==> config.mk <==
export PLATFORM = sky130hd
export DESIGN_NAME = pam_header_parser_top_flat
export DESIGN_NICKNAME = d
export VERILOG_FILES = /design/src/pamhp_pkg.sv /design/src/pam_byte_if.sv /design/src/pam_hdr_if.sv /design/src/pamhp_in_stage.sv /design/src/pamhp_parser.sv /design/src/pam_header_parser_top.sv /design/src/flat_wrapper.sv
export VERILOG_INCLUDE_DIRS = /design/src /design/src/src
export SDC_FILE = /design/constraint.sdc
export NUM_CORES = 1
export LEC_CHECK = 0
export BUFFER_PORTS_ARGS = -buffer_cell sky130_fd_sc_hd__buf_2
export CAP_MARGIN = 40
export CORE_UTILIZATION = 43
export DETAILED_ROUTE_END_ITERATION = 8
export GPL_ROUTABILITY_DRIVEN = 0
export GPL_TIMING_DRIVEN = 0
export SKIP_LAST_GASP = 1
export SYNTH_ARGS = -nofsm -noshare
export SYNTH_HDL_FRONTEND = slang
export SYNTH_HIERARCHICAL = 1
export SYNTH_SLANG_ARGS = --single-unit
==> constraint.sdc <==
create_clock -name clk -period 6.7 [get_ports clk]
set_input_delay 1.005 -clock clk [delete_from_list [all_inputs] [get_ports clk]]
set_output_delay 1.005 -clock clk [all_outputs]
set_load 0.05 [all_outputs]
==> src/pam_header_parser_top_assert.svh <==
// Assertion macros shared by the header parser. The clock is clk and the
// reset is arst_n in every scope that uses them.
`ifndef PAM_HEADER_PARSER_TOP_ASSERT_SVH
`define PAM_HEADER_PARSER_TOP_ASSERT_SVH

// The consequent must hold in the same cycle as the antecedent.
`define PAM_ASSERT_NOW(lbl, ante, cons, msg) \
	lbl: assert property (@(posedge clk) disable iff (!arst_n) (ante) |-> (cons)) \
	else $error(msg);

// The consequent must hold in the cycle after the antecedent.
`define PAM_ASSERT_NEXT(lbl, ante, cons, msg) \
	lbl: assert property (@(posedge clk) disable iff (!arst_n) (ante) |=> (cons)) \
	else $error(msg);

`endif

==> src/pamhp_pkg.sv <==
package pamhp_pkg;

	localparam int VALUE_BITS_DEF    = 16;
	localparam int POSITION_BITS_DEF = 16;
	localparam int OUT_W             = 16;
	localparam int BYTE_W            = 8;
	localparam int NKW               = 6;
	localparam int COL_W             = 4;
	localparam int TEXT_D            = 16;
	localparam int MAGIC_LEN         = 3;
	localparam logic [COL_W-1:0] GRAY_LEN = 4'd9;
	localparam logic [COL_W-1:0] RGB_LEN  = 4'd3;

	typedef enum logic [2:0] {
		KIND_NONE,
		KIND_WIDTH,
		KIND_HEIGHT,
		KIND_DEPTH,
		KIND_MAXVAL,
		KIND_TUPL,
		KIND_END
	} kind_t;

	typedef enum logic [1:0] {
		PH_SKIP,
		PH_DIGITS,
		PH_NEG,
		PH_DONE
	} phase_t;

	typedef enum logic [1:0] {
		TC_GRAY  = 2'd0,
		TC_RGB   = 2'd1,
		TC_OTHER = 2'd2
	} tclass_t;

	localparam logic [BYTE_W-1:0] CH_NL    = 8'h0A;
	localparam logic [BYTE_W-1:0] CH_SP    = 8'h20;
	localparam logic [BYTE_W-1:0] CH_TAB   = 8'h09;
	localparam logic [BYTE_W-1:0] CH_CR    = 8'h0D;
	localparam logic [BYTE_W-1:0] CH_VT    = 8'h0B;
	localparam logic [BYTE_W-1:0] CH_FF    = 8'h0C;
	localparam logic [BYTE_W-1:0] CH_PLUS  = 8'h2B;
	localparam logic [BYTE_W-1:0] CH_MINUS = 8'h2D;
	localparam logic [BYTE_W-1:0] CH_ZERO  = 8'h30;
	localparam logic [BYTE_W-1:0] CH_NINE  = 8'h39;

	localparam logic [BYTE_W-1:0] MAGIC [4] = '{"P", "7", 8'h0A, 8'h00};

	// Keyword order sets the field kind: entry k selects kind k+1.
	localparam logic [BYTE_W-1:0] KW_TEXT [NKW][TEXT_D] = '{
		'{0:"W", 1:"I", 2:"D", 3:"T", 4:"H", 5:" ", default:8'h00},
		'{0:"H", 1:"E", 2:"I", 3:"G", 4:"H", 5:"T", 6:" ", default:8'h00},
		'{0:"D", 1:"E", 2:"P", 3:"T", 4:"H", 5:" ", default:8'h00},
		'{0:"M", 1:"A", 2:"X", 3:"V", 4:"A", 5:"L", 6:" ", default:8'h00},
		'{0:"T", 1:"U", 2:"P", 3:"L", 4:"T", 5:"Y", 6:"P", 7:"E", 8:" ",
			default:8'h00},
		'{0:"E", 1:"N", 2:"D", 3:"H", 4:"D", 5:"R", default:8'h00}
	};
	localparam logic [COL_W-1:0] KW_LEN [NKW] = '{4'd6, 4'd7, 4'd6, 4'd7, 4'd9, 4'd6};

	localparam logic [BYTE_W-1:0] GRAY_TEXT [TEXT_D] = '{
		0:"G", 1:"R", 2:"A", 3:"Y", 4:"S", 5:"C", 6:"A", 7:"L", 8:"E",
		default:8'h00
	};
	localparam logic [BYTE_W-1:0] RGB_TEXT [TEXT_D] = '{
		0:"R", 1:"G", 2:"B", default:8'h00
	};

	typedef struct packed {
		logic [BYTE_W-1:0] byte_in;
		logic              first;
		logic              last;
	} byte_item_t;

	typedef struct packed {
		logic             ok;
		logic [OUT_W-1:0] width_out;
		logic [OUT_W-1:0] height_out;
		logic [OUT_W-1:0] depth_out;
		logic [OUT_W-1:0] maxval_out;
		logic [1:0]       tuple_class;
		logic [OUT_W-1:0] data_offset;
	} hdr_result_t;

	typedef struct packed {
		logic load;
		logic finished;
	} parse_stat_t;

	function automatic logic is_blank(input logic [BYTE_W-1:0] c);
		return c == CH_SP || c == CH_TAB || c == CH_CR || c == CH_VT || c == CH_FF;
	endfunction

endpackage

==> src/pam_byte_if.sv <==
interface pam_byte_if;
	logic                        valid;
	logic                        ready;
	logic [pamhp_pkg::BYTE_W-1:0] byte_in;
	logic                        first;
	logic                        last;

	modport source(output valid, output byte_in, output first, output last, input ready);
	modport sink(input valid, input byte_in, input first, input last, output ready);
endinterface

==> src/pam_hdr_if.sv <==
interface pam_hdr_if;
	logic                        valid;
	logic                        ready;
	logic                        ok;
	logic [pamhp_pkg::OUT_W-1:0] width_out;
	logic [pamhp_pkg::OUT_W-1:0] height_out;
	logic [pamhp_pkg::OUT_W-1:0] depth_out;
	logic [pamhp_pkg::OUT_W-1:0] maxval_out;
	logic [1:0]                  tuple_class;
	logic [pamhp_pkg::OUT_W-1:0] data_offset;

	modport source(output valid, output ok, output width_out, output height_out,
		output depth_out, output maxval_out, output tuple_class, output data_offset,
		input ready);
	modport sink(input valid, input ok, input width_out, input height_out,
		input depth_out, input maxval_out, input tuple_class, input data_offset,
		output ready);
endinterface

==> src/pamhp_in_stage.sv <==
module pamhp_in_stage (
	input  logic                  clk,
	input  logic                  arst_n,
	input  logic                  in_valid,
	output logic                  in_ready,
	input  pamhp_pkg::byte_item_t in_item,
	input  logic                  adv,
	output logic                  valid_s1,
	output pamhp_pkg::byte_item_t item_s1
);
	import pamhp_pkg::*;

	// The stage refills in the same cycle that its byte moves on.
	assign in_ready = !valid_s1 || adv;

	always_ff @(posedge clk or negedge arst_n) begin
		if (!arst_n) begin
			valid_s1 <= 1'b0;
		end else if (in_valid && in_ready) begin
			valid_s1 <= 1'b1;
		end else if (adv) begin
			valid_s1 <= 1'b0;
		end
	end

	always_ff @(posedge clk) begin
		if (in_valid && in_ready) begin
			item_s1 <= in_item;
		end
	end

endmodule

==> src/pamhp_parser.sv <==
module pamhp_parser #(
	parameter int VALUE_BITS    = pamhp_pkg::VALUE_BITS_DEF,
	parameter int POSITION_BITS = pamhp_pkg::POSITION_BITS_DEF
) (
	input  logic                   clk,
	input  logic                   arst_n,
	input  logic                   item_valid,
	input  pamhp_pkg::byte_item_t  item,
	output logic                   adv,
	input  logic                   res_ready,
	output logic                   res_valid,
	output pamhp_pkg::hdr_result_t res,
	output pamhp_pkg::parse_stat_t stat
);
	import pamhp_pkg::*;

	localparam int PROD_W = VALUE_BITS + 4;
	localparam logic [VALUE_BITS-1:0]    VMAX = '1;
	localparam logic [POSITION_BITS-1:0] PMAX = '1;

	logic [POSITION_BITS-1:0] pos_q, n_pos;
	logic [COL_W-1:0]         col_q, n_col;
	logic [NKW-1:0]           cand_q, n_cand;
	kind_t                    kind_q, n_kind;
	logic [VALUE_BITS-1:0]    acc_q, n_acc;
	phase_t                   phase_q, n_phase;
	logic [VALUE_BITS-1:0]    wv_q, n_wv, hv_q, n_hv, dv_q, n_dv, mv_q, n_mv;
	logic [COL_W-1:0]         tm_q, n_tm;
	tclass_t                  tc_q, n_tc;
	logic                     fin_q, n_fin;
	logic                     emit, emit_ok;
	logic                     res_valid_q;
	hdr_result_t              res_q, n_res;

	// A byte leaves the input register when the result register is free or drains.
	assign adv = item_valid && (!res_valid_q || res_ready);

	always_comb begin
		logic [POSITION_BITS-1:0] cur;
		logic [BYTE_W-1:0]        c;
		logic                     dig;
		logic [3:0]               dval;
		logic [PROD_W-1:0]        prod;
		logic [VALUE_BITS-1:0]    v;
		logic                     done;
		logic                     found;

		n_pos = pos_q;
		n_col = col_q;
		n_cand = cand_q;
		n_kind = kind_q;
		n_acc = acc_q;
		n_phase = phase_q;
		n_wv = wv_q;
		n_hv = hv_q;
		n_dv = dv_q;
		n_mv = mv_q;
		n_tm = tm_q;
		n_tc = tc_q;
		n_fin = fin_q;
		emit = 1'b0;
		emit_ok = 1'b0;
		done = 1'b0;
		found = 1'b0;
		prod = '0;
		v = '0;

		c = item.byte_in;
		dig = c >= CH_ZERO && c <= CH_NINE;
		dval = 4'(c - CH_ZERO);

		// A first byte restarts from the reset state.
		if (item.first) begin
			n_pos = '0;
			n_col = '0;
			n_cand = '1;
			n_kind = KIND_NONE;
			n_acc = '0;
			n_phase = PH_SKIP;
			n_wv = '0;
			n_hv = '0;
			n_dv = '0;
			n_mv = '0;
			n_tm = '0;
			n_tc = TC_OTHER;
			n_fin = 1'b0;
		end

		cur = n_pos;
		if (!n_fin) begin
			if (n_pos != PMAX) begin
				n_pos = n_pos + 1'b1;
			end

			if (cur < POSITION_BITS'(MAGIC_LEN)) begin
				if (MAGIC[cur[1:0]] != c) begin
					n_fin = 1'b1;
					emit = 1'b1;
					done = 1'b1;
				end
			end else if (c == CH_NL) begin
				v = (n_phase == PH_NEG) ? '0 : n_acc;
				case (n_kind)
					KIND_WIDTH:  n_wv = v;
					KIND_HEIGHT: n_hv = v;
					KIND_DEPTH:  n_dv = v;
					KIND_MAXVAL: n_mv = v;
					KIND_TUPL: begin
						if (n_cand[0] && n_tm == GRAY_LEN) begin
							n_tc = TC_GRAY;
						end else if (n_cand[1] && n_tm == RGB_LEN) begin
							n_tc = TC_RGB;
						end else begin
							n_tc = TC_OTHER;
						end
					end
					KIND_END: begin
						n_fin = 1'b1;
						emit = 1'b1;
						emit_ok = 1'b1;
						done = 1'b1;
					end
					default: ;
				endcase
				if (!done) begin
					n_col = '0;
					n_cand = '1;
					n_kind = KIND_NONE;
					n_acc = '0;
					n_phase = PH_SKIP;
					n_tm = '0;
				end
			end else if (n_kind == KIND_TUPL) begin
				if (n_tm >= GRAY_LEN || GRAY_TEXT[n_tm] != c) begin
					n_cand[0] = 1'b0;
				end
				if (n_tm >= RGB_LEN || RGB_TEXT[n_tm] != c) begin
					n_cand[1] = 1'b0;
				end
				if (n_tm != '1) begin
					n_tm = n_tm + 1'b1;
				end
			end else if (n_kind != KIND_NONE) begin
				if (n_kind != KIND_END) begin
					case (n_phase)
						PH_SKIP: begin
							if (is_blank(c)) begin
								n_phase = PH_SKIP;
							end else if (c == CH_PLUS) begin
								n_phase = PH_DIGITS;
							end else if (c == CH_MINUS) begin
								n_phase = PH_NEG;
							end else if (dig) begin
								n_acc = VALUE_BITS'(dval);
								n_phase = PH_DIGITS;
							end else begin
								n_phase = PH_DONE;
							end
						end
						PH_DIGITS: begin
							if (dig) begin
								prod = PROD_W'({n_acc, 3'b000}) + PROD_W'({n_acc, 1'b0})
									+ PROD_W'(dval);
								n_acc = (prod > PROD_W'(VMAX)) ? VMAX : VALUE_BITS'(prod);
							end else begin
								n_phase = PH_DONE;
							end
						end
						PH_NEG: begin
							if (!dig) begin
								n_phase = PH_DONE;
							end
						end
						default: ;
					endcase
				end
			end else begin
				// Keyword match at the current column; a line that starts with
				// a comment mark simply matches nothing.
				for (int k = 0; k < NKW; k++) begin
					if (n_cand[k] && !found) begin
						if (n_col >= KW_LEN[k] || KW_TEXT[k][n_col] != c) begin
							n_cand[k] = 1'b0;
						end else if (5'(n_col) + 5'd1 == 5'(KW_LEN[k])) begin
							n_kind = kind_t'(3'(k + 1));
							found = 1'b1;
							if (n_kind == KIND_TUPL) begin
								n_cand = NKW'(3);
							end
						end
					end
				end
				if (n_col != '1) begin
					n_col = n_col + 1'b1;
				end
			end

			if (!done && item.last) begin
				n_fin = 1'b1;
				emit = 1'b1;
			end
		end

		n_res.ok = emit_ok;
		n_res.width_out = emit_ok ? OUT_W'(n_wv) : '0;
		n_res.height_out = emit_ok ? OUT_W'(n_hv) : '0;
		n_res.depth_out = emit_ok ? OUT_W'(n_dv) : '0;
		n_res.maxval_out = emit_ok ? OUT_W'(n_mv) : '0;
		n_res.tuple_class = emit_ok ? n_tc : TC_OTHER;
		n_res.data_offset = emit_ok ? OUT_W'(n_pos) : '0;
	end

	always_ff @(posedge clk or negedge arst_n) begin
		if (!arst_n) begin
			pos_q <= '0;
			col_q <= '0;
			cand_q <= '1;
			kind_q <= KIND_NONE;
			acc_q <= '0;
			phase_q <= PH_SKIP;
			wv_q <= '0;
			hv_q <= '0;
			dv_q <= '0;
			mv_q <= '0;
			tm_q <= '0;
			tc_q <= TC_OTHER;
			fin_q <= 1'b0;
			res_valid_q <= 1'b0;
		end else begin
			if (adv) begin
				pos_q <= n_pos;
				col_q <= n_col;
				cand_q <= n_cand;
				kind_q <= n_kind;
				acc_q <= n_acc;
				phase_q <= n_phase;
				wv_q <= n_wv;
				hv_q <= n_hv;
				dv_q <= n_dv;
				mv_q <= n_mv;
				tm_q <= n_tm;
				tc_q <= n_tc;
				fin_q <= n_fin;
			end
			if (adv && emit) begin
				res_valid_q <= 1'b1;
			end else if (res_ready) begin
				res_valid_q <= 1'b0;
			end
		end
	end

	always_ff @(posedge clk) begin
		if (adv && emit) begin
			res_q <= n_res;
		end
	end

	assign res_valid = res_valid_q;
	assign res = res_q;
	assign stat.load = adv && emit;
	assign stat.finished = fin_q;

endmodule

==> src/pam_header_parser_top.sv <==
// PAM (P7) header parser. Bytes of an image buffer arrive one per transaction
// on the byte channel, with first marking the byte that starts a new buffer and
// last marking its final byte. The block checks the "P7" magic line, then reads
// WIDTH, HEIGHT, DEPTH, MAXVAL and TUPLTYPE lines and stops at the ENDHDR line.
// One result transaction leaves on the header channel per buffer: ok high with
// the four values (0 where absent, saturated at the largest value), the tuple
// class (GRAYSCALE, RGB or other) and the offset of the first byte after the
// ENDHDR line; or ok low with all fields zero and the class set to other, given
// at the first byte that breaks the magic or at the last byte when no ENDHDR came.
// Bytes after a result are dropped until the next byte marked first. The block
// takes one byte every clock cycle while the result register is free or
// drains. A byte goes through an input register and is then parsed, and a
// result is written into the result register. Input ready follows output
// ready combinationally only while a result is held.

`include "pam_header_parser_top_assert.svh"

module pam_header_parser_top #(
	parameter int VALUE_BITS    = pamhp_pkg::VALUE_BITS_DEF,
	parameter int POSITION_BITS = pamhp_pkg::POSITION_BITS_DEF
) (
	input logic        clk,
	input logic        arst_n,
	pam_byte_if.sink   byte_ch,
	pam_hdr_if.source  hdr_ch
);
	import pamhp_pkg::*;

	byte_item_t  in_item;
	byte_item_t  item_s1;
	logic        valid_s1;
	logic        adv;
	logic        res_valid;
	hdr_result_t res;
	parse_stat_t stat;

	assign in_item.byte_in = byte_ch.byte_in;
	assign in_item.first = byte_ch.first;
	assign in_item.last = byte_ch.last;

	// Input register: holds one byte transaction ahead of the parser.
	pamhp_in_stage u_in_stage (
		.clk      (clk),
		.arst_n   (arst_n),
		.in_valid (byte_ch.valid),
		.in_ready (byte_ch.ready),
		.in_item  (in_item),
		.adv      (adv),
		.valid_s1 (valid_s1),
		.item_s1  (item_s1)
	);

	// Parser: all header state, the per-byte update and the result register.
	pamhp_parser #(
		.VALUE_BITS    (VALUE_BITS),
		.POSITION_BITS (POSITION_BITS)
	) u_parser (
		.clk        (clk),
		.arst_n     (arst_n),
		.item_valid (valid_s1),
		.item       (item_s1),
		.adv        (adv),
		.res_ready  (hdr_ch.ready),
		.res_valid  (res_valid),
		.res        (res),
		.stat       (stat)
	);

	assign hdr_ch.valid = res_valid;
	assign hdr_ch.ok = res.ok;
	assign hdr_ch.width_out = res.width_out;
	assign hdr_ch.height_out = res.height_out;
	assign hdr_ch.depth_out = res.depth_out;
	assign hdr_ch.maxval_out = res.maxval_out;
	assign hdr_ch.tuple_class = res.tuple_class;
	assign hdr_ch.data_offset = res.data_offset;

	// Every result ends the parse of its buffer.
	`PAM_ASSERT_NEXT(a_result_finishes, stat.load, stat.finished, "result left parse open")
	// A finished parse stays silent until a new buffer starts.
	`PAM_ASSERT_NOW(a_silent_after_finish, adv && stat.finished && !item_s1.first, !stat.load, "result after finish")
	// A byte waiting in the input register is neither lost nor overwritten.
	`PAM_ASSERT_NEXT(a_input_held, valid_s1 && !adv, valid_s1 && $stable(item_s1), "input byte lost")

endmodule
==> src/flat_wrapper.sv <==
// flat-port wrapper written by rule: the top's interface ports become plain ports
module pam_header_parser_top_flat import pamhp_pkg::*;
#(
	parameter int VALUE_BITS    = pamhp_pkg::VALUE_BITS_DEF,
	parameter int POSITION_BITS = pamhp_pkg::POSITION_BITS_DEF
)
  (clk, arst_n, byte_ch_valid, byte_ch_byte_in, byte_ch_first, byte_ch_last, byte_ch_ready, hdr_ch_valid, hdr_ch_ok, hdr_ch_width_out, hdr_ch_height_out, hdr_ch_depth_out, hdr_ch_maxval_out, hdr_ch_tuple_class, hdr_ch_data_offset, hdr_ch_ready);
  pam_byte_if byte_ch_i ();
  pam_hdr_if hdr_ch_i ();
  input logic clk;
  input logic arst_n;
  input wire logic [$bits(byte_ch_i.valid)-1:0] byte_ch_valid;
  input wire logic [$bits(byte_ch_i.byte_in)-1:0] byte_ch_byte_in;
  input wire logic [$bits(byte_ch_i.first)-1:0] byte_ch_first;
  input wire logic [$bits(byte_ch_i.last)-1:0] byte_ch_last;
  output wire logic [$bits(byte_ch_i.ready)-1:0] byte_ch_ready;
  output wire logic [$bits(hdr_ch_i.valid)-1:0] hdr_ch_valid;
  output wire logic [$bits(hdr_ch_i.ok)-1:0] hdr_ch_ok;
  output wire logic [$bits(hdr_ch_i.width_out)-1:0] hdr_ch_width_out;
  output wire logic [$bits(hdr_ch_i.height_out)-1:0] hdr_ch_height_out;
  output wire logic [$bits(hdr_ch_i.depth_out)-1:0] hdr_ch_depth_out;
  output wire logic [$bits(hdr_ch_i.maxval_out)-1:0] hdr_ch_maxval_out;
  output wire logic [$bits(hdr_ch_i.tuple_class)-1:0] hdr_ch_tuple_class;
  output wire logic [$bits(hdr_ch_i.data_offset)-1:0] hdr_ch_data_offset;
  input wire logic [$bits(hdr_ch_i.ready)-1:0] hdr_ch_ready;
  assign byte_ch_i.valid = byte_ch_valid;
  assign byte_ch_i.byte_in = byte_ch_byte_in;
  assign byte_ch_i.first = byte_ch_first;
  assign byte_ch_i.last = byte_ch_last;
  assign byte_ch_ready = byte_ch_i.ready;
  assign hdr_ch_valid = hdr_ch_i.valid;
  assign hdr_ch_ok = hdr_ch_i.ok;
  assign hdr_ch_width_out = hdr_ch_i.width_out;
  assign hdr_ch_height_out = hdr_ch_i.height_out;
  assign hdr_ch_depth_out = hdr_ch_i.depth_out;
  assign hdr_ch_maxval_out = hdr_ch_i.maxval_out;
  assign hdr_ch_tuple_class = hdr_ch_i.tuple_class;
  assign hdr_ch_data_offset = hdr_ch_i.data_offset;
  assign hdr_ch_i.ready = hdr_ch_ready;
  pam_header_parser_top #(.VALUE_BITS(VALUE_BITS), .POSITION_BITS(POSITION_BITS)) u_core (.clk(clk), .arst_n(arst_n), .byte_ch(byte_ch_i), .hdr_ch(hdr_ch_i));
endmodule
# --- Yosys cells after proc, flatten, opt, wreduce, memory -nomap -nowiden ---
# Memories as Yosys holds them, arrays and structs flattened.
# Cells that the tools add are included.
word_totals:
  n_memories: 8
  latchBits: 0
  regBits: 213
  input_bits: 14
  mem_bits_rw: 0
  romBits: 1024
  elab_cells: 347
mem_list:
  columns: ["name", "words", "word_bits", "read_ports", "rd_clocked_by_memory_dff", "wr", "line", "text"]
  rows:
  - ["(no name shown)", 16, 8, 1, 0, 0, "pamhp_parser.sv:182", "if (n_col >= KW_LEN[k] || KW_TEXT[k][n_col] != c) begin"]
  - ["(no name shown)", 16, 8, 1, 0, 0, "pamhp_parser.sv:182", null]
  - ["(no name shown)", 16, 8, 1, 0, 0, "pamhp_parser.sv:182", null]
  - ["(no name shown)", 16, 8, 1, 0, 0, "pamhp_parser.sv:182", null]
  - ["(no name shown)", 16, 8, 1, 0, 0, "pamhp_parser.sv:182", null]
  - ["(no name shown)", 16, 8, 1, 0, 0, "pamhp_parser.sv:182", null]
  - ["+2 memories", null, null, null, null, null, null, null]
classes:
  bitwise_logic: 3
  n_reduce_logical: 39
  n_mul: 0
  eq_ne: 34
  muxes: 219
  shifts: 0
  n_addsub: 7
  div_mod_pow: 0
  order_cmp: 12
ops:
  columns: ["cell", "count"]
  rows:
  - ["two-way mux 16 bit", 38]
  - ["two-way mux 8 bit", 18]
  - ["two-way mux 3 bit", 35]
  - ["two-way mux 6 bit", 13]
  - ["two-way mux 1 bit", 74]
  - ["inequality test 8 bit", 9]
  - ["two-way mux 4 bit", 17]
  - ["two-way mux 2 bit", 21]
  - ["== test 8 x 4 -> 1 bit (second input constant)", 5]
  - ["one-hot mux 16 bit (2 select lines)", 1]
  - ["== test 8 x 6 -> 1 bit (second input constant)", 3]
  - ["adder 19 x 17 -> 20 bit", 1]
  - ["adder 20 x 4 -> 20 bit", 1]
  - ["> comparator 20 x 16 -> 1 bit (second input constant)", 1]
  - ["adder 16 x 1 -> 16 bit (second input constant)", 1]
  - ["binary-select mux 8 bit (select 2 bit)", 1]
  - ["less-than comparator 16 x 2 -> 1 bit (second input constant)", 1]
  - ["inequality test 16 bit (second input constant)", 1]
  - ["logical OR 1 bit", 14]
  - ["logical AND 1 bit", 12]
  - ["== test 5 x 3 -> 1 bit (second input constant)", 2]
  - [">= comparator 5 bit (second input constant)", 2]
  - ["inverter 4 -> 5 bit", 2]
  - ["== test 3 bit (second input constant)", 3]
  - ["25 further kinds", 38]

# --- Longest topological paths before layout ---
# Gate-level depths: netlist (run 1).
depth:
  word_depth: 54
  mapped_depth: 19
  mapped_depth_nobuf: 14

# --- By module ---
# Netlist (run 1), hierarchy kept.
modules_own_cells:
  columns: ["mod", "seq_area_each_um2", "area_each_um2", "instances", "cells_each"]
  rows:
  - ["pamhp_parser", 5479.0, 12577.1, 1, 1403]
  - ["pamhp_in_stage", 325.3, 354.1, 1, 14]

# --- Least setup slack after synthesis (run 1) ---
# OpenSTA, ideal clock, no wires.
synth_timing:
  kind: "input -> register"
  startpoint: "input hdr_ch_ready"
  endpoint: "register u_core.u_parser.res_q, in the netlist u_core/u_parser/res[0], enable pin"
  setup_time_ns: 0.525
  slack_ns: 0.464
  stages: 7
  t_required_ns: 6.175
  t_arrival_ns: 5.711
  path_buffers: 2
  path_cell_list: "nand2b_1 > nand2_1 > inv_1 > buf_1 > clkbuf_1 > nand2_1 > nor2_1"
synth_rtl:
  columns: ["element", "line", "text"]
  rows:
  - ["start: declaration", "flat_wrapper.sv:25", "input wire logic [$bits(hdr_ch_i.ready)-1:0] hdr_ch_ready;"]
  - ["end signal: assignment", "pamhp_parser.sv:255", "res_q <= n_res;"]
  - ["end: declaration", "pamhp_parser.sv:33", "hdr_result_t res_q, n_res;"]

# --- Worst setup path in the final report (run 1) ---
layout_timing:
  startpoint: "register, netlist name u_core/u_in_stage/item_s1[1]"
  endpoint: "register u_core.u_parser.acc_q[15]"
layout_between:
  elab_chain_cells: 13
  word_cells_on_any_way: 33
layout_rtl:
  columns: ["element", "line", "text"]
  rows:
  - ["two-way mux 16 bit", "pamhp_parser.sv:73", "if (item.first) begin"]
  - ["adder 19 x 17 -> 20 bit", "pamhp_parser.sv:162", "prod = PROD_W'({n_acc, 3'b000}) + PROD_W'({n_acc, 1'b0})"]
  - ["adder 20 x 4 -> 20 bit", "pamhp_parser.sv:163", "+ PROD_W'(dval);"]
  - ["> comparator 20 x 16 -> 1 bit", "pamhp_parser.sv:164", "n_acc = (prod > PROD_W'(VMAX)) ? VMAX : VALUE_BITS'(prod);"]
  - ["two-way mux 16 bit", "pamhp_parser.sv:164", null]
  - ["two-way mux 16 bit", "pamhp_parser.sv:161", "if (dig) begin"]
  - ["one-hot mux 16 bit (2 select lines)", "pamhp_parser.sv:145", "case (n_phase)"]
  - ["two-way mux 16 bit", "pamhp_parser.sv:144", "if (n_kind != KIND_END) begin"]
  - ["two-way mux 16 bit", "pamhp_parser.sv:143", "end else if (n_kind != KIND_NONE) begin"]
  - ["two-way mux 16 bit", "pamhp_parser.sv:133", "end else if (n_kind == KIND_TUPL) begin"]
  - ["two-way mux 16 bit", "pamhp_parser.sv:101", "end else if (c == CH_NL) begin"]
  - ["two-way mux 16 bit", "pamhp_parser.sv:95", "if (cur < POSITION_BITS'(MAGIC_LEN)) begin"]
  - ["two-way mux 16 bit *", "pamhp_parser.sv:90", "if (!n_fin) begin"]
  - ["end signal: assignment", "pamhp_parser.sv:235", "acc_q <= n_acc;"]
  - ["end: declaration", "pamhp_parser.sv:25", "logic [VALUE_BITS-1:0] acc_q, n_acc;"]
# Mark *: on every way between the ends. The rest lies on a longest branch, timed or not. The select of a mux whose other input is x is not followed.
# A chain may end at the register's enable or synchronous reset.

==> flow_metrics.env, run 1 <==
export IMPL_cts_root_buffer="clkbuf_16"
export IMPL_min_period_ns=5.84
export IMPL_ant_nets=0
export IMPL_fmax_mhz=171
export IMPL_fin_crit_sh_pct=87.1
export IMPL_postCtsSetupBuffers=0
export IMPL_die_w_um=175
export IMPL_vias_per_cell=5.74
export IMPL_start_util_pct=43.6
export IMPL_cts_resized=0
export IMPL_dp_worst_setup_slack_ns=0.973
export IMPL_synth_fp_nets=1485
export IMPL_grt_pass1_wl_mm=58.9
export IMPL_peakVddDrop_mv=0.205
export IMPL_drc=0
export IMPL_nets=1612
export IMPL_skew_ns=0.0200
export IMPL_clock_path_buffers=3
export IMPL_ys_warn_count=6
export IMPL_path_class="reg -> reg"
export IMPL_fin_setup_tns_ns=0
export IMPL_power_leakage_nw=5.87
export IMPL_setup_viol=0
export IMPL_post_drt_wl_per_cell_um=18.9
export IMPL_cp_data_required_time_ns=7.10
export IMPL_setup_ws_ns=0.864
export IMPL_port_buffers=98
export IMPL_end_kind="flop"
export IMPL_cts_tree="built"
export IMPL_drive_gt1_share_pct=12.3
export IMPL_hold_buffers=0
export IMPL_io_pins=99
export IMPL_clock_sinks=213
export IMPL_synth_area_per_cell_um2=9.13
export IMPL_antenna_found_initial=0
export IMPL_powerDensity_nw_per_um2=297
export IMPL_syn2layout_area_growth_pct=13.7
export IMPL_hold_viol_final=0
export IMPL_hpwlAfterDp_mm=27.7
export IMPL_wirelength_mm=36.8
export IMPL_cts_buffers=24
export IMPL_grt_max_degree=69
export IMPL_hold_class="in -> async"
export IMPL_row_count=63
export IMPL_grt_usage_pct=24.1
export IMPL_dieHeight_um=175
export IMPL_drtPass1Iterations=7
export IMPL_netlist_area_um2=12900
export IMPL_antenna_diode_count=0
export IMPL_grt_pass1_vias=10600
export IMPL_grt_overflow=0
export IMPL_grt_setup_unrepaired="no"
export IMPL_clk_latency_ns=0.52
export IMPL_core_area_um2=29600
export IMPL_syn_instance_count=1416
export IMPL_cp_arrival_ns=6.23
export IMPL_cts_htree_levels=1
export IMPL_worst_path_max_fanout=10
export IMPL_critPathLaunchType="flop"
export IMPL_die_area_um2=30800
export IMPL_status="complete, no violations"
export IMPL_first_iter_violations=964
export IMPL_tightestPinTransition_ns=0.914
export IMPL_maxSlewViolCount=0
export IMPL_clkSlewWorstSetupHoldPaths_ns=0.06
export IMPL_cap_violations=0
export IMPL_slew_headroom_pct=38.6
export IMPL_num_vias=11200
[placed cells by master, fill, tap and decap left out, types with 5 or more instances in the layout]
cell type,n
a211oi_1,11
a21o_1,15
a21oi_1,125
a22oi_1,34
a31oi_1,16
and2_1,5
and4_1,6
buf_1,7
buf_2,115
clkbuf_1,61
clkbuf_16,25
clkinv_1,6
clkinv_2,5
dfrtp_1,113
dfstp_2,7
edfxtp_1,93
ha_1,54
inv_1,30
mux2i_1,10
nand2_1,154
nand2b_1,31
nand3_1,22
nand4_1,16
nor2_1,145
nor2b_1,34
nor3_1,30
nor3b_1,37
nor4_1,12
o211ai_1,11
o21a_1,7
o21ai_0,118
o21ai_1,19
o21bai_1,6
o22a_1,10
o22ai_1,7
or3_1,9
or4_1,5
xnor2_1,31
xor2_1,25
[flip-flops by register name, indices dropped and copies added, names as in the netlist]
| name | flops |
|---|---|
| u_core/u_parser/col_q | 4 |
| u_core/u_parser/res | 83 |
| u_core/u_parser/fin_q | 1 |
| u_core/u_parser/res_valid | 1 |
| u_core/u_parser/cand_q | 6 |
| u_core/u_parser/mv_q | 16 |
| u_core/u_parser/phase_q | 2 |
| u_core/u_parser/hv_q | 16 |
| u_core/u_parser/kind_q | 3 |
| u_core/u_in_stage/item_s1 | 10 |
| u_core/u_parser/tc_q | 2 |
| u_core/u_parser/pos_q | 16 |
| u_core/u_parser/wv_q | 16 |
| u_core/u_in_stage/valid_s1 | 1 |
| u_core/u_parser/tm_q | 4 |
| u_core/u_parser/dv_q | 16 |
| u_core/u_parser/acc_q | 16 |
[path summary, 6_finish.rpt]
path | startpoint | to | slack, ns | cells past startpoint
worst max-delay path | u_core/u_in_stage/item_s1[1] | u_core/u_parser/acc_q[15] | 0.86 | 19
worst min-delay path | arst_n | u_core/u_parser/col_q[0] | 0.45 | 1
worst max register to register | u_core/u_in_stage/item_s1[1] | u_core/u_parser/acc_q[15] | 0.86 | 19
worst min register to register | u_core/u_parser/acc_q[0] | u_core/u_parser/acc_q[0] | 0.47 | 1
max in group asynchronous | arst_n | u_core/u_parser/mv_q[9] | 5.49 | 2
min in group clk | u_core/u_parser/acc_q[0] | u_core/u_parser/acc_q[0] | 0.47 | 1
[critical path: stages, from the launching register on]
cell	delay, ns
edfxtp_1	0.63
buf_4	0.29
buf_4	0.24
buf_2	0.25
buf_2	0.34
buf_2	0.39
nor2b_1	0.23
ha_1	0.33
ha_1	0.24
fa_1	0.43
a211oi_1	0.31
o21ai_1	0.17
a221oi_1	0.35
mux2i_1	0.21
and4_1	0.24
and4_1	0.20
buf_2	0.22
buf_2	0.29
nand3_1	0.12
a22o_1	0.21
[stage by stage]
step	cells	hold WS (ns)	util, %	power [mW]	cell area (µm²)
2_1_floorplan	1416	0.439	-	2.80	12900
3_3_place_gp	1904	0.454	46.9	3.17	13900
3_5_place_dp	1907	0.458	47.2	3.18	14000
4_1_cts	1950	0.456	49.6	4.40	14700
5_1_grt	1950	0.480	49.6	4.57	14700
6_report	1950	0.450	49.6	4.37	14700
[per-layer routing]
layer / share of wire [%] / global-route usage, %
met3: 7.4 / 3.55
met4: 1.6 / 4.78
met5: 0 / 0
met1: 46 / 35.2
met2: 45 / 37.9
[layout make-up]
class	instances	area (µm²)
Buffer	91	405
Clock buffer	30	644
Clock inverter	13	72.6
Fill cell	2884	14900
Inverter	32	120
Multi-Input combinational cell	1080	6600
Sequential cell	213	5800
Tap cell	390	488
Timing Repair Buffer	101	564
[power breakdown]
part	internal [mW]	leakage [nW]	total (mW)	switching [mW]
clock	0.681	0.349	1.20	0.520
combinational	0.356	2.98	1.47	1.11
sequential	1.61	2.54	1.70	0.0942
Note: power is estimated with default switching activity, not from simulation.
==> inputs of run 2 (changes only) <==
--- a/config.mk
+++ b/config.mk
@@ -8,7 +8,8 @@
 export LEC_CHECK = 0
 export BUFFER_PORTS_ARGS = -buffer_cell sky130_fd_sc_hd__buf_2
 export CAP_MARGIN = 40
-export CORE_UTILIZATION = 43
+export CORE_MARGIN = 2
+export CORE_UTILIZATION = 36
 export DETAILED_ROUTE_END_ITERATION = 8
 export GPL_ROUTABILITY_DRIVEN = 0
 export GPL_TIMING_DRIVEN = 0
==> flow_metrics.env, run 2 (synthesis results as in run 1) <==
export IMPL_status="complete, no violations"
export IMPL_cts_resized=0
export IMPL_multiInputGateArea_um2=6600
export IMPL_core_area_um2=35500
export IMPL_grt_usage_pct=20.0
export IMPL_end_kind="flop"
export IMPL_post_drt_wl_per_cell_um=18.7
export IMPL_seqCellArea_um2=5800
export IMPL_hold_buffers=0
export IMPL_skew_ns=0.0294
export IMPL_power_leakage_nw=5.94
export IMPL_critPathLaunchType="flop"
export IMPL_cp_common_cell="buf_2"
export IMPL_cts_buffers=25
export IMPL_grt_pass1_vias=11000
export IMPL_maxSlewViolCount=0
export IMPL_fin_util_pct=42.2
export IMPL_met2RoutedLength_mm=17.0
export IMPL_drc=0
export IMPL_cap_violations=0
export IMPL_clock_path_buffers=3
export IMPL_drt_met1_wl_mm=17.5
export IMPL_path_class="reg -> reg"
export IMPL_slowest_delay_ns=0.59
export IMPL_first_iter_violations=993
export IMPL_final_cells=2023
export IMPL_hold_class="in -> async"
export IMPL_antenna_diode_count=0
export IMPL_worst_path_max_fanout=10
export IMPL_die_w_um=193
export IMPL_clk_latency_ns=0.54
export IMPL_nFillCells=3512
export IMPL_peakVddDrop_mv=0.259
export IMPL_grt_pass1_wl_mm=61.2
export IMPL_ant_nets=0
export IMPL_cp_slowest_cell="edfxtp_1"
export IMPL_layout_common_cells="154 x nand2_1, 145 x nor2_1, 125 x a21oi_1"
export IMPL_top_layer="met4"
export IMPL_num_vias=11300
export IMPL_start_util_pct=36.4
export IMPL_row_count=69
export IMPL_hpwlAfterDp_mm=28.2
export IMPL_die_area_um2=37400
export IMPL_layout_commonest_cell="nand2_1"
export IMPL_grt_overflow=0
export IMPL_largest_register_ffs=83
export IMPL_tightestPinTransition_ns=0.864
export IMPL_nets=1613
export IMPL_port_buffers=98
export IMPL_cp_cell_sequence="buf_4 > buf_4 > buf_2 > buf_2 > buf_2 > nor2b_1 > ha_1 > ha_1 > fa_1 > a211oi_1 > o21ai_1 > a221oi_1 > mux2i_1 > and4_1 > and4_1 > buf_2 > buf_2 > nand3_1 > a22o_1"
export IMPL_slew_headroom_pct=41.9
export IMPL_clkSlewWorstSetupHoldPaths_ns=0.06
export IMPL_cp_arrival_ns=6.14
export IMPL_vias_per_cell=5.60
export IMPL_fmax_mhz=175
export IMPL_powerDensity_nw_per_um2=312
export IMPL_drive_gt1_share_pct=12.8
export IMPL_antenna_found_initial=0
export IMPL_io_pins=99
export IMPL_fin_crit_sh_pct=85.3
export IMPL_cts_root_buffer="clkbuf_16"
export IMPL_fin_setup_tns_ns=0
export IMPL_dr_wl_met3_mm=2.54
export IMPL_hold_viol_final=0
export IMPL_wirelength_mm=37.9
export IMPL_grt_max_degree=84
export IMPL_postCtsSetupBuffers=0
export IMPL_cp_data_required_time_ns=7.12
export IMPL_min_period_ns=5.72
export IMPL_dp_cells=1978
export IMPL_finalPower_mw=4.68
export IMPL_cts_htree_levels=1
export IMPL_clock_sinks=213
export IMPL_syn2layout_area_growth_pct=15.8
export IMPL_setup_viol=0
export IMPL_cts_tree="built"
export IMPL_dieHeight_um=193
export IMPL_grt_setup_unrepaired="no"
export IMPL_drtPass1Iterations=6
run 2: cell types whose count changed in the layout (fill, tap and decap cells not counted):
cell,delta
bufinv_16,+6
clkinv_1,-4
clkinv_2,-3
clkinvlp_4,+3
clkbuf_1,-2
clkinv_4,+2
run 2: final timing paths:
| check | start | depth (start not counted) | slack [ns] | to |
|---|---|---|---|---|
| setup / recovery | u_core/u_in_stage/item_s1[1] | 19 | 0.98 | u_core/u_parser/acc_q[15] |
| hold / removal | arst_n | 1 | 0.39 | u_core/u_parser/col_q[2] |
| setup reg to reg | u_core/u_in_stage/item_s1[1] | 19 | 0.98 | u_core/u_parser/acc_q[15] |
| hold reg to reg | u_core/u_parser/acc_q[0] | 1 | 0.47 | u_core/u_parser/acc_q[0] |
| max in group asynchronous | arst_n | 2 | 5.52 | u_core/u_parser/mv_q[6] |
| min in group clk | u_core/u_parser/acc_q[0] | 1 | 0.47 | u_core/u_parser/acc_q[0] |
run 2: cell type report:
class	count	share of cell area, %
multi-input cells	1080	44.1
flip-flops and latches	213	38.8
clock buffers	28	4.25
well taps	461	3.85
repair buffers	101	3.77
plain buffers	91	2.71
clock inverters	17	1.75
inverters	32	0.802
run 2: worst max-delay path: cells and delay by family, from the launching register on:
family / cells / cell delay (ns)
buffers and inverters: 7 / 1.94
adder cells (fa/ha/maj): 3 / 0.99
flip-flops: 1 / 0.59
AO/OA/AOI/OAI: 4 / 1.07
AND/OR/NAND/NOR: 4 / 0.76
multiplexers: 1 / 0.21
run 2: per-layer routing:
layer | GRT usage, % | up-vias
met1 | 28.8 | 5483
met5 | 0 | -
li1 | - | 5373
met3 | 2.68 | 63
met4 | 5.99 | 0
met2 | 31.3 | 408
run 2: metrics by stage:
| stage | setup WS [ns] | hold slack [ns] | instance area, µm² |
|---|---|---|---|
| 2_1_floorplan | 0.464 | 0.439 | 12900 |
| 4_1_cts | 1.02 | 0.388 | 15000 |
| 5_1_grt | 0.727 | 0.410 | 15000 |
| 3_3_place_gp | -1.71 | 0.454 | 14000 |
| 3_5_place_dp | 1.04 | 0.462 | 14100 |
| 6_report | 0.982 | 0.388 | 15000 |
run 2: power by group:
part           switching [mW]  total [mW]  internal (mW)  leakage [nW]
Sequential             0.0935        1.70           1.61          2.54
Clock                   0.569        1.49          0.922         0.422
Combinational            1.13        1.48          0.357          2.98
Total                    1.79        4.68           2.89          5.94
==> inputs of run 3 (changes only) <==
--- a/config.mk
+++ b/config.mk
@@ -6,6 +6,7 @@
 export SDC_FILE = /design/constraint.sdc
 export NUM_CORES = 1
 export LEC_CHECK = 0
+export ABC_AREA = 1
 export BUFFER_PORTS_ARGS = -buffer_cell sky130_fd_sc_hd__buf_2
 export CAP_MARGIN = 40
 export CORE_MARGIN = 2
==> flow_metrics.env, run 3 <==
export IMPL_fin_setup_tns_ns=0
export IMPL_status="complete, no violations"
export IMPL_skew_ns=0.0220
export IMPL_peakVddDrop_mv=0.173
export IMPL_synth_area_per_cell_um2=7.06
export IMPL_tightestPinTransition_ns=0.830
export IMPL_timing_rr_start="u_core/u_in_stage/item_s1[1]"
export IMPL_grt_setup_unrepaired="no"
export IMPL_first_iter_violations=1523
export IMPL_min_period_ns=4.64
export IMPL_grt_usage_pct=21.6
export IMPL_netlist_area_um2=14200
export IMPL_startpoint="u_core/u_in_stage/item_s1[1]"
export IMPL_wirelength_mm=44.3
export IMPL_hold_class="in -> async"
export IMPL_hold_buffers=0
export IMPL_clk_latency_ns=0.53
export IMPL_fmax_mhz=215
export IMPL_cp_data_required_time_ns=6.91
export IMPL_fin_util_pct=41.7
export IMPL_hold_viol_final=0
export IMPL_cts_buffers=24
export IMPL_drc=0
export IMPL_vias_per_cell=5.19
export IMPL_synth_fp_nets=2079
export IMPL_final_cells=2674
export IMPL_grt_max_degree=74
export IMPL_cts_tree="built"
export IMPL_row_count=72
export IMPL_drtPass1Iterations=6
export IMPL_power_leakage_nw=7.36
export IMPL_path_class="reg -> reg"
export IMPL_clock_path_buffers=3
export IMPL_largest_register_ffs=83
export IMPL_dieHeight_um=202
export IMPL_hpwlAfterDp_mm=33.1
export IMPL_postCtsSetupBuffers=0
export IMPL_cp_arrival_ns=4.85
export IMPL_cts_root_buffer="clkbuf_16"
export IMPL_ant_nets=0
export IMPL_slew_headroom_pct=44.6
export IMPL_fin_crit_sh_pct=69.3
export IMPL_num_vias=13900
export IMPL_cap_violations=0
export IMPL_grt_overflow=0
export IMPL_r2r_cells=14
export IMPL_post_drt_wl_per_cell_um=16.6
export IMPL_core_area_um2=38700
export IMPL_grt_pass1_wl_mm=71.5
export IMPL_die_w_um=202
export IMPL_port_buffers=98
export IMPL_dpl_cell_area_um2=15400
export IMPL_r2r_setup_slack_ns=2.06
export IMPL_hold_worst_slack_ns=0.424
export IMPL_io_pins=99
export IMPL_cts_resized=0
export IMPL_maxSlewViolCount=0
export IMPL_clock_sinks=213
export IMPL_dp_cells=2630
export IMPL_worst_path_max_fanout=33
export IMPL_final_cell_area_um2=16100
export IMPL_syn_instance_count=2010
export IMPL_layout_common_cells="578 x nand2_1, 278 x nor2_1, 206 x inv_1"
export IMPL_layout_commonest_cell="nand2_1"
export IMPL_cts_htree_levels=1
export IMPL_start_util_pct=36.6
export IMPL_setup_viol=0
export IMPL_grt_pass1_vias=13200
export IMPL_ys_warn_count=6
export IMPL_clkSlewWorstSetupHoldPaths_ns=0.06
export IMPL_finalPower_mw=5.39
export IMPL_antenna_diode_count=0
export IMPL_drive_gt1_share_pct=10.4
export IMPL_critPathLaunchType="flop"
export IMPL_die_area_um2=41000
export IMPL_end_kind="flop"
export IMPL_setup_ws_ns=2.06
export IMPL_antenna_found_initial=0
export IMPL_powerDensity_nw_per_um2=334
export IMPL_dp_worst_setup_slack_ns=2.11
export IMPL_syn2layout_area_growth_pct=13.8
export IMPL_nets=2207
export IMPL_r2r_end="u_core/u_parser/res[58]"
-- run 3: changes by cell type in the layout (fill, tap and decap cells not counted), sizes merged, moves of 31 or more --
cell | previous run | this run
a22oi | 34 | 3
o21ai | 140 | 208
nand2b | 34 | 0
nor2 | 148 | 286
nand2 | 155 | 586
nand3 | 22 | 118
nor3b | 37 | 0
inv | 31 | 227
nor2b | 34 | 0
-- run 3: where the power goes --
| part | leakage, nW | internal [mW] | switching [mW] | total, mW |
|---|---|---|---|---|
| Sequential | 2.52 | 1.66 | 0.0997 | 1.76 |
| Combinational | 4.49 | 0.575 | 1.82 | 2.39 |
| Clock | 0.352 | 0.697 | 0.537 | 1.23 |
-- run 3: worst max-delay path by stage --
stage	end	slack, ns
after CTS	u_core/u_parser/res[58]	2.08
after detailed placement	u_core/u_parser/res[48]	2.11
final	u_core/u_parser/res[58]	2.06
after global routing	u_core/u_parser/acc_q[8]	1.62
after floorplan	u_core/u_parser/res[0]	0.56
after global placement	u_core/u_parser/res[46]	-1.77
-- run 3: layer usage --
layer / GRT usage [%] / routed length (µm)
met5: 0 / 0
met3: 2.36 / 3400
met1: 30.6 / 19800
met4: 7.06 / 1260
met2: 34.3 / 19800
-- run 3: worst max-delay path, cell delays in order, from the launching register on --
cell      delay, ns
edfxtp_1       0.48
buf_2          0.36
buf_2          0.34
buf_2          0.39
nor2_1         0.19
ha_1           0.28
nor4_2         0.32
nand2_2        0.20
inv_1          0.21
nor2_1         0.13
nor2_1         0.12
o21ai_0        0.21
nor2_4         0.55
buf_12         0.28
buf_12         0.23
-- run 3: area by class of cell --
type | instances | area, µm²
Fill cell | 4043 | 22600
Multi-Input combinational cell | 1481 | 7130
Sequential cell | 213 | 5800
Inverter | 227 | 852
Clock buffer | 31 | 658
Tap cell | 518 | 648
Timing Repair Buffer | 102 | 572
Buffer | 89 | 407
Clock inverter | 13 | 77.6
